### src/rtl/veh_pkg.sv
// ----------------------------------------------------------------------------
// veh_pkg
// Types and constants shared by the variable edge histogram and its checker.
// ----------------------------------------------------------------------------
package veh_pkg;

    // field widths
    localparam int KIND_W   = 2;
    localparam int SLOT_W   = 4;
    localparam int ENERGY_W = 32;
    localparam int FLUX_W   = 32;
    localparam int TOTAL_W  = 48;
    localparam int COUNT_W  = 5;

    // largest accumulator value, Q32.16
    localparam logic [TOTAL_W-1:0] TOTAL_MAX = {TOTAL_W{1'b1}};

    // item kinds
    localparam logic [KIND_W-1:0] KIND_LOAD_EDGE = 2'd0;
    localparam logic [KIND_W-1:0] KIND_ADD       = 2'd1;
    localparam logic [KIND_W-1:0] KIND_READ      = 2'd2;
    localparam logic [KIND_W-1:0] KIND_NONE      = 2'd3;

    // register indexes
    localparam logic REG_EDGES_IN_USE = 1'b0;

    // sequencer states
    typedef enum logic [3:0] {
        ST_IDLE = 4'b0001,
        ST_SCAN = 4'b0010,
        ST_ACC  = 4'b0100,
        ST_DONE = 4'b1000
    } state_t;

endpackage

### src/rtl/variable_edge_histogram.sv
// ----------------------------------------------------------------------------
// variable_edge_histogram
// Energy spectrum histogram with software-loaded ascending bin edges and
// saturating Q32.16 flux accumulators, one per bin.
// ----------------------------------------------------------------------------
//  channel   signals                        direction
//  in        in_valid / in_ready + fields   item in: load edge, add sample, read
//  out       out_valid / out_ready + fields one result item per input item
//  cfg       psel penable pwrite paddr ...  edges_in_use register, byte 0
//
//  load edge, read bin and unused kind: the result is registered at accept
//  and moves from the done state to the output register.
//  add sample: one 32-bit comparator walks the edges one per cycle, then one
//  49-bit adder does the accumulator update.
//  rst_n clears edges, accumulators and edges_in_use at once.
//  in_ready is high only while the sequencer is idle; a result waiting on
//  out_ready holds the next result back in the done state.
// ----------------------------------------------------------------------------
module variable_edge_histogram
    import veh_pkg::*;
#(
    parameter int MAX_EDGES = 16
)
(
    input  logic                 clk,
    input  logic                 rst_n,
    // item input
    input  logic                 in_valid,
    output logic                 in_ready,
    input  logic [KIND_W-1:0]    kind,
    input  logic [SLOT_W-1:0]    slot,
    input  logic [ENERGY_W-1:0]  edge_value,
    input  logic [ENERGY_W-1:0]  sample_energy,
    input  logic [FLUX_W-1:0]    sample_flux,
    // result output
    output logic                 out_valid,
    input  logic                 out_ready,
    output logic [SLOT_W-1:0]    bin_index,
    output logic [TOTAL_W-1:0]   bin_total,
    output logic                 hit,
    output logic                 saturated,
    // configuration
    input  logic                 psel,
    input  logic                 penable,
    input  logic                 pwrite,
    input  logic [2:0]           paddr,
    input  logic [31:0]          pwdata,
    output logic [31:0]          prdata,
    output logic                 pready
);

    // edges past slot 15 can never be loaded and are not stored, so bins above
    // that point never hit; storage stops at sixteen entries or MAX_EDGES, whichever is smaller
    localparam int Depth = (MAX_EDGES < 16) ? MAX_EDGES : 16;
    localparam int IdxW  = (Depth > 1) ? $clog2(Depth) : 1;

    state_t                state_reg, state_next;
    logic [COUNT_W-1:0]    edges_in_use_reg;
    logic [ENERGY_W-1:0]   edges_reg [Depth];
    logic [TOTAL_W-1:0]    totals_reg [Depth];
    logic [ENERGY_W-1:0]   energy_reg;
    logic [FLUX_W-1:0]     flux_reg;
    logic [IdxW-1:0]       idx_reg;
    logic [IdxW-1:0]       bin_reg;
    logic                  prev_ge_reg;

    logic [SLOT_W-1:0]     res_index_reg;
    logic [TOTAL_W-1:0]    res_total_reg;
    logic                  res_hit_reg;
    logic                  res_sat_reg;

    logic                  out_valid_reg;
    logic [SLOT_W-1:0]     out_index_reg;
    logic [TOTAL_W-1:0]    out_total_reg;
    logic                  out_hit_reg;
    logic                  out_sat_reg;

    logic                  in_fire;
    logic                  cfg_write;
    logic [COUNT_W-1:0]    n_eff;
    logic [COUNT_W-1:0]    last_idx;
    logic                  slot_ok;
    logic [IdxW-1:0]       slot_idx;
    logic                  ge;
    logic                  scan_last;
    logic [TOTAL_W:0]      sum;
    logic                  sum_ovf;
    logic                  out_free;

    // handshakes
    assign in_ready  = (state_reg == ST_IDLE);
    assign in_fire   = in_valid && in_ready;
    assign cfg_write = psel && penable && pwrite && pready;
    assign out_free  = !out_valid_reg || out_ready;

    // configuration read side
    assign pready = 1'b1;
    assign prdata = (paddr[2] == REG_EDGES_IN_USE)
                  ? {{(32-COUNT_W){1'b0}}, edges_in_use_reg} : 32'd0;

    // edges taking part, clamped to storage
    assign n_eff    = (edges_in_use_reg > COUNT_W'(Depth))
                    ? COUNT_W'(Depth) : edges_in_use_reg;
    assign last_idx = n_eff - COUNT_W'(1);

    // slot decode
    assign slot_ok  = ({1'b0, slot} < COUNT_W'(Depth));
    assign slot_idx = IdxW'(slot);

    // shared comparator: energy against the edge under the scan index
    assign ge        = (energy_reg >= edges_reg[idx_reg]);
    assign scan_last = (COUNT_W'(idx_reg) == last_idx);

    // shared adder with saturation
    assign sum     = {1'b0, totals_reg[bin_reg]} + (TOTAL_W+1)'(flux_reg);
    assign sum_ovf = sum[TOTAL_W];

    // next state
    always_comb
    begin
        state_next = state_reg;
        unique case (state_reg)
            ST_IDLE:
            begin
                if (in_fire)
                begin
                    if (kind == KIND_ADD && n_eff >= COUNT_W'(2))
                        state_next = ST_SCAN;
                    else
                        state_next = ST_DONE;
                end
            end
            ST_SCAN:
            begin
                if (idx_reg == '0)
                begin
                    if (!ge)
                        state_next = ST_DONE;
                end
                else if (prev_ge_reg && !ge)
                    state_next = ST_ACC;
                else if (scan_last)
                    state_next = ST_DONE;
            end
            ST_ACC:
                state_next = ST_DONE;
            ST_DONE:
            begin
                if (out_free)
                    state_next = ST_IDLE;
            end
            default:
                state_next = ST_IDLE;
        endcase
    end

    // sequencer, storage and result registers
    always_ff @(posedge clk or negedge rst_n)
    begin
        if (!rst_n)
        begin
            state_reg        <= ST_IDLE;
            edges_in_use_reg <= '0;
            out_valid_reg    <= 1'b0;
            for (int i = 0; i < Depth; i++)
            begin
                edges_reg[i]  <= '0;
                totals_reg[i] <= '0;
            end
        end
        else
        begin
            state_reg <= state_next;

            // register write
            if (cfg_write && paddr[2] == REG_EDGES_IN_USE)
                edges_in_use_reg <= pwdata[COUNT_W-1:0];

            // accept an item
            if (in_fire)
            begin
                energy_reg  <= sample_energy;
                flux_reg    <= sample_flux;
                idx_reg     <= '0;
                prev_ge_reg <= 1'b0;
                res_hit_reg <= 1'b0;
                res_sat_reg <= 1'b0;
                unique case (kind)
                    KIND_LOAD_EDGE:
                    begin
                        res_index_reg <= slot;
                        res_total_reg <= '0;
                        if (slot_ok)
                            edges_reg[slot_idx] <= edge_value;
                    end
                    KIND_READ:
                    begin
                        res_index_reg <= slot;
                        res_total_reg <= slot_ok ? totals_reg[slot_idx] : '0;
                    end
                    KIND_ADD, KIND_NONE:
                    begin
                        res_index_reg <= '0;
                        res_total_reg <= '0;
                    end
                endcase
            end

            // edge scan, one edge per cycle
            if (state_reg == ST_SCAN)
            begin
                prev_ge_reg <= ge;
                bin_reg     <= idx_reg - IdxW'(1);
                if (!scan_last)
                    idx_reg <= idx_reg + IdxW'(1);
            end

            // accumulator update
            if (state_reg == ST_ACC)
            begin
                totals_reg[bin_reg] <= sum_ovf ? TOTAL_MAX : sum[TOTAL_W-1:0];
                res_index_reg       <= SLOT_W'(bin_reg);
                res_total_reg       <= sum_ovf ? TOTAL_MAX : sum[TOTAL_W-1:0];
                res_hit_reg         <= 1'b1;
                res_sat_reg         <= sum_ovf;
            end

            // output register
            if (state_reg == ST_DONE && out_free)
            begin
                out_valid_reg <= 1'b1;
                out_index_reg <= res_index_reg;
                out_total_reg <= res_total_reg;
                out_hit_reg   <= res_hit_reg;
                out_sat_reg   <= res_sat_reg;
            end
            else if (out_ready)
                out_valid_reg <= 1'b0;
        end
    end

    assign out_valid = out_valid_reg;
    assign bin_index = out_index_reg;
    assign bin_total = out_total_reg;
    assign hit       = out_hit_reg;
    assign saturated = out_sat_reg;

endmodule

### config.mk
export PLATFORM = sky130hd
export DESIGN_NAME = variable_edge_histogram
export DESIGN_NICKNAME = d
export VERILOG_FILES = /design/src/rtl/veh_pkg.sv /design/src/rtl/variable_edge_histogram.sv
export SDC_FILE = /design/constraint.sdc
export NUM_CORES = 2
export LEC_CHECK = 0
export BUFFER_PORTS_ARGS = -buffer_cell sky130_fd_sc_hd__buf_4
export CAP_MARGIN = 20
export CORE_UTILIZATION = 63
export CTS_CLUSTER_SIZE = 10
export DETAILED_ROUTE_END_ITERATION = 8
export PLACE_DENSITY = 0.81
export SETUP_SLACK_MARGIN = 0.15
export SLEW_MARGIN = 5
export SYNTH_ARGS = -nofsm -noshare
export SYNTH_HDL_FRONTEND = slang
export SYNTH_SLANG_ARGS = --single-unit
### constraint.sdc
create_clock -name clk -period 7.6 [get_ports clk]
set_input_delay 1.52 -clock clk [delete_from_list [all_inputs] [get_ports clk]]
set_output_delay 1.52 -clock clk [all_outputs]
set_load 0.05 [all_outputs]
==> metrics.txt <==
outcome=finished clean; critical path launch point=bin_reg[0]; # IOs=233; Cell variety after synth=78; nature of the critical path endpoint=flip-flop; Clock Sinks=1471; Main synth FF type=dfrtp_1; PortBufs=175; RSZ-0062 raised after global routing=false; Final setup viols=0; TritonRoute pass-1 iters=6; Mapped Cells=5571; Clock transition at path regs=60 ps; Sequential Area=37700 sq um; die span in y=339 um; Worst-Margin Slew=1240 ps; worst skew pair latency=790 ps; Worst EP arrival=7190 ps; dpl hpwl=108000 um; Worst Hold Class=flip-flop to flip-flop; post-cts sizing count=0; # fillers=7314; core region area=113000 sq um; DRC viols=0; starting density of the core=0.636; Yosys warning total=0; Tcrit/Tclk final=0.882; R2R depth=15; Max-cap violations=0; gpl congestion=0.857; Area Overhead vs Synth=10.3%; Hold Path Cell Cnt=0; share of cells above drive strength 1=0.296; critical-path maximum fanout=39; hold path start=res_total_reg[15]; Hold Violations, Final=0; fin nets=5763; FFs w/ async S/R, synth=0.877; DRT iter0 DRCs=5480; minimum clock period=6700 ps; Cell Area, Synth=71600 sq um; mean post-synth cell area=12.9 sq um; Final Max Tran Viols=0; Area contributors post-synth=dfrtp_1, mux4_2, mux2_2, edfxtp_1, nand2_1; CTS Buf Count=167; Via density=6.84; first-pass GRT wire length=297000 um; vias in the first global route=51100; multi-input logic area=32000 sq um; CTS tree=yes; PD cells=235 nW/um^2; site row count=123; wire per inst=26.7 um; pin count of the biggest net entering global routing=171; Die X=339 um; fin area=79000 sq um; count leader, synth=dfrtp_1; Tot GR Track Use=0.338; Leak=0.0344 uW; number of synthesized flops with an enable pin=181; H-tree levels=4; Post-synth top cells=dfrtp_1, nand2_1, mux2_2; FMAX=0.149 GHz; worst hold slack=412 ps; hold_buf cts=0; clk_skew=46.1 ps; Yosys top cell area share=0.450; Routed WL=190000 um; #FFs+latches synth=1471; vias=48900; final core utilization=0.701; Rel. slew slack=0.174; GRT overflow=0; Longest Clk Path Bufs=3; Critical Path Start Type=flip-flop; root cell of the clock tree=clkbuf_16; post-synthesis sequential area ratio=0.527; max reg flops=768; setup tns final=0 ps; dpl cell area=74000 sq um; CP Class=flip-flop to flip-flop; Final ANT Viol Nets=0; DIE AREA=115000 sq um; CP Data Required Time=8090 ps; initial antenna violation count=13; largest area contributor in the netlist=dfrtp_1; Post-CTS Setup Bufs=0; worst reg2reg startpoint=bin_reg[0]; Max IR drop VDD=0.220 mV
## cells in the final DEF (no fill, tap or decap), types with 18 or more instances in the layout
cell and count:
dfrtp_1 1289, a22o_1 18, ha_1 68, a21oi_1 89, buf_4 264, clkbuf_1 72, xor2_1 18, mux2i_1 129
nand3_1 19, inv_1 21, a21o_1 21, o21ai_0 466, nor2_2 31, mux4_2 528, a221oi_1 74, nor2_1 112
xnor2_1 19, o21ai_1 319, nand2_1 879, clkbuf_16 170, conb_1 28, mux2_2 566, edfxtp_1 181
## per-stage QoR
step / setup slack (ps) / power (uW) / std cells
5_1_grt: 622 / 19200 / 7140
3_3_place_gp: 1140 / 11200 / 6870
2_1_floorplan: 1620 / 10500 / 5597
6_report: 897 / 18500 / 7140
4_1_cts: 968 / 18600 / 7127
3_5_place_dp: 1060 / 11300 / 6870
## cell type report
class	count	area share
Antenna cell	2	0.0000634
Timing Repair Buffer	289	0.0317
Clock buffer	243	0.0575
Inverter	21	0.000998
Multi-Input combinational cell	3600	0.405
Sequential cell	1471	0.478
Clock inverter	14	0.00322
Tap cell	1500	0.0238
## cell families (layout without fill, tap and decap cells)
family / after synthesis / count (layout) / synth area share
AO/OA/AOI/OAI: 1065 / 1065 / 0.0837
XOR/XNOR: 37 / 37 / 0.00452
adder cells (fa/ha/maj): 69 / 69 / 0.0122
buffers and inverters: 526 / 567 / 0.0319
flip-flops: 1471 / 1471 / 0.527
multiplexers: 1223 / 1223 / 0.273
other: 2 / 30 / 0.000105
AND/OR/NAND/NOR: 1178 / 1178 / 0.0680
## where the power goes
| group | internal [uW] | total [uW] | leakage [uW] | switching (uW) |
|---|---|---|---|---|
| clock | 4140 | 7290 | 0.00229 | 3150 |
| combinational | 994 | 2360 | 0.0126 | 1370 |
| sequential | 8570 | 8880 | 0.0195 | 310 |
## worst max-delay path, cell delays in order (launching register included)
cell      delay [ps]
edfxtp_1         680
buf_12           370
mux4_2           560
mux4_2           520
fa_1             450
a21oi_1          240
o211ai_2         170
a221oi_1         940
o211ai_1         450
a21oi_1          240
buf_4            170
o31a_1           300
nor3_4            90
buf_12           220
nor2_1           770
o21ai_0          180
## routing by layer
layer,track usage,vias up,part of all wire
li1,-,20500,-
met4,0.168,18,0.049
met2,0.545,2739,0.49
met5,0,-,0.00056
met3,0.0821,685,0.095
met1,0.433,25000,0.37
## final timing paths
kind | endpoint | slack (ps)
hold reg to reg | bin_total[15] | 410
setup / recovery | res_total_reg[3] | 900
max in group asynchronous | totals_reg[12] | 4350
hold / removal | bin_total[15] | 410
setup reg to reg | res_total_reg[3] | 900
min in group asynchronous | totals_reg[113] | 740
(Power assumes the default switching activity.)
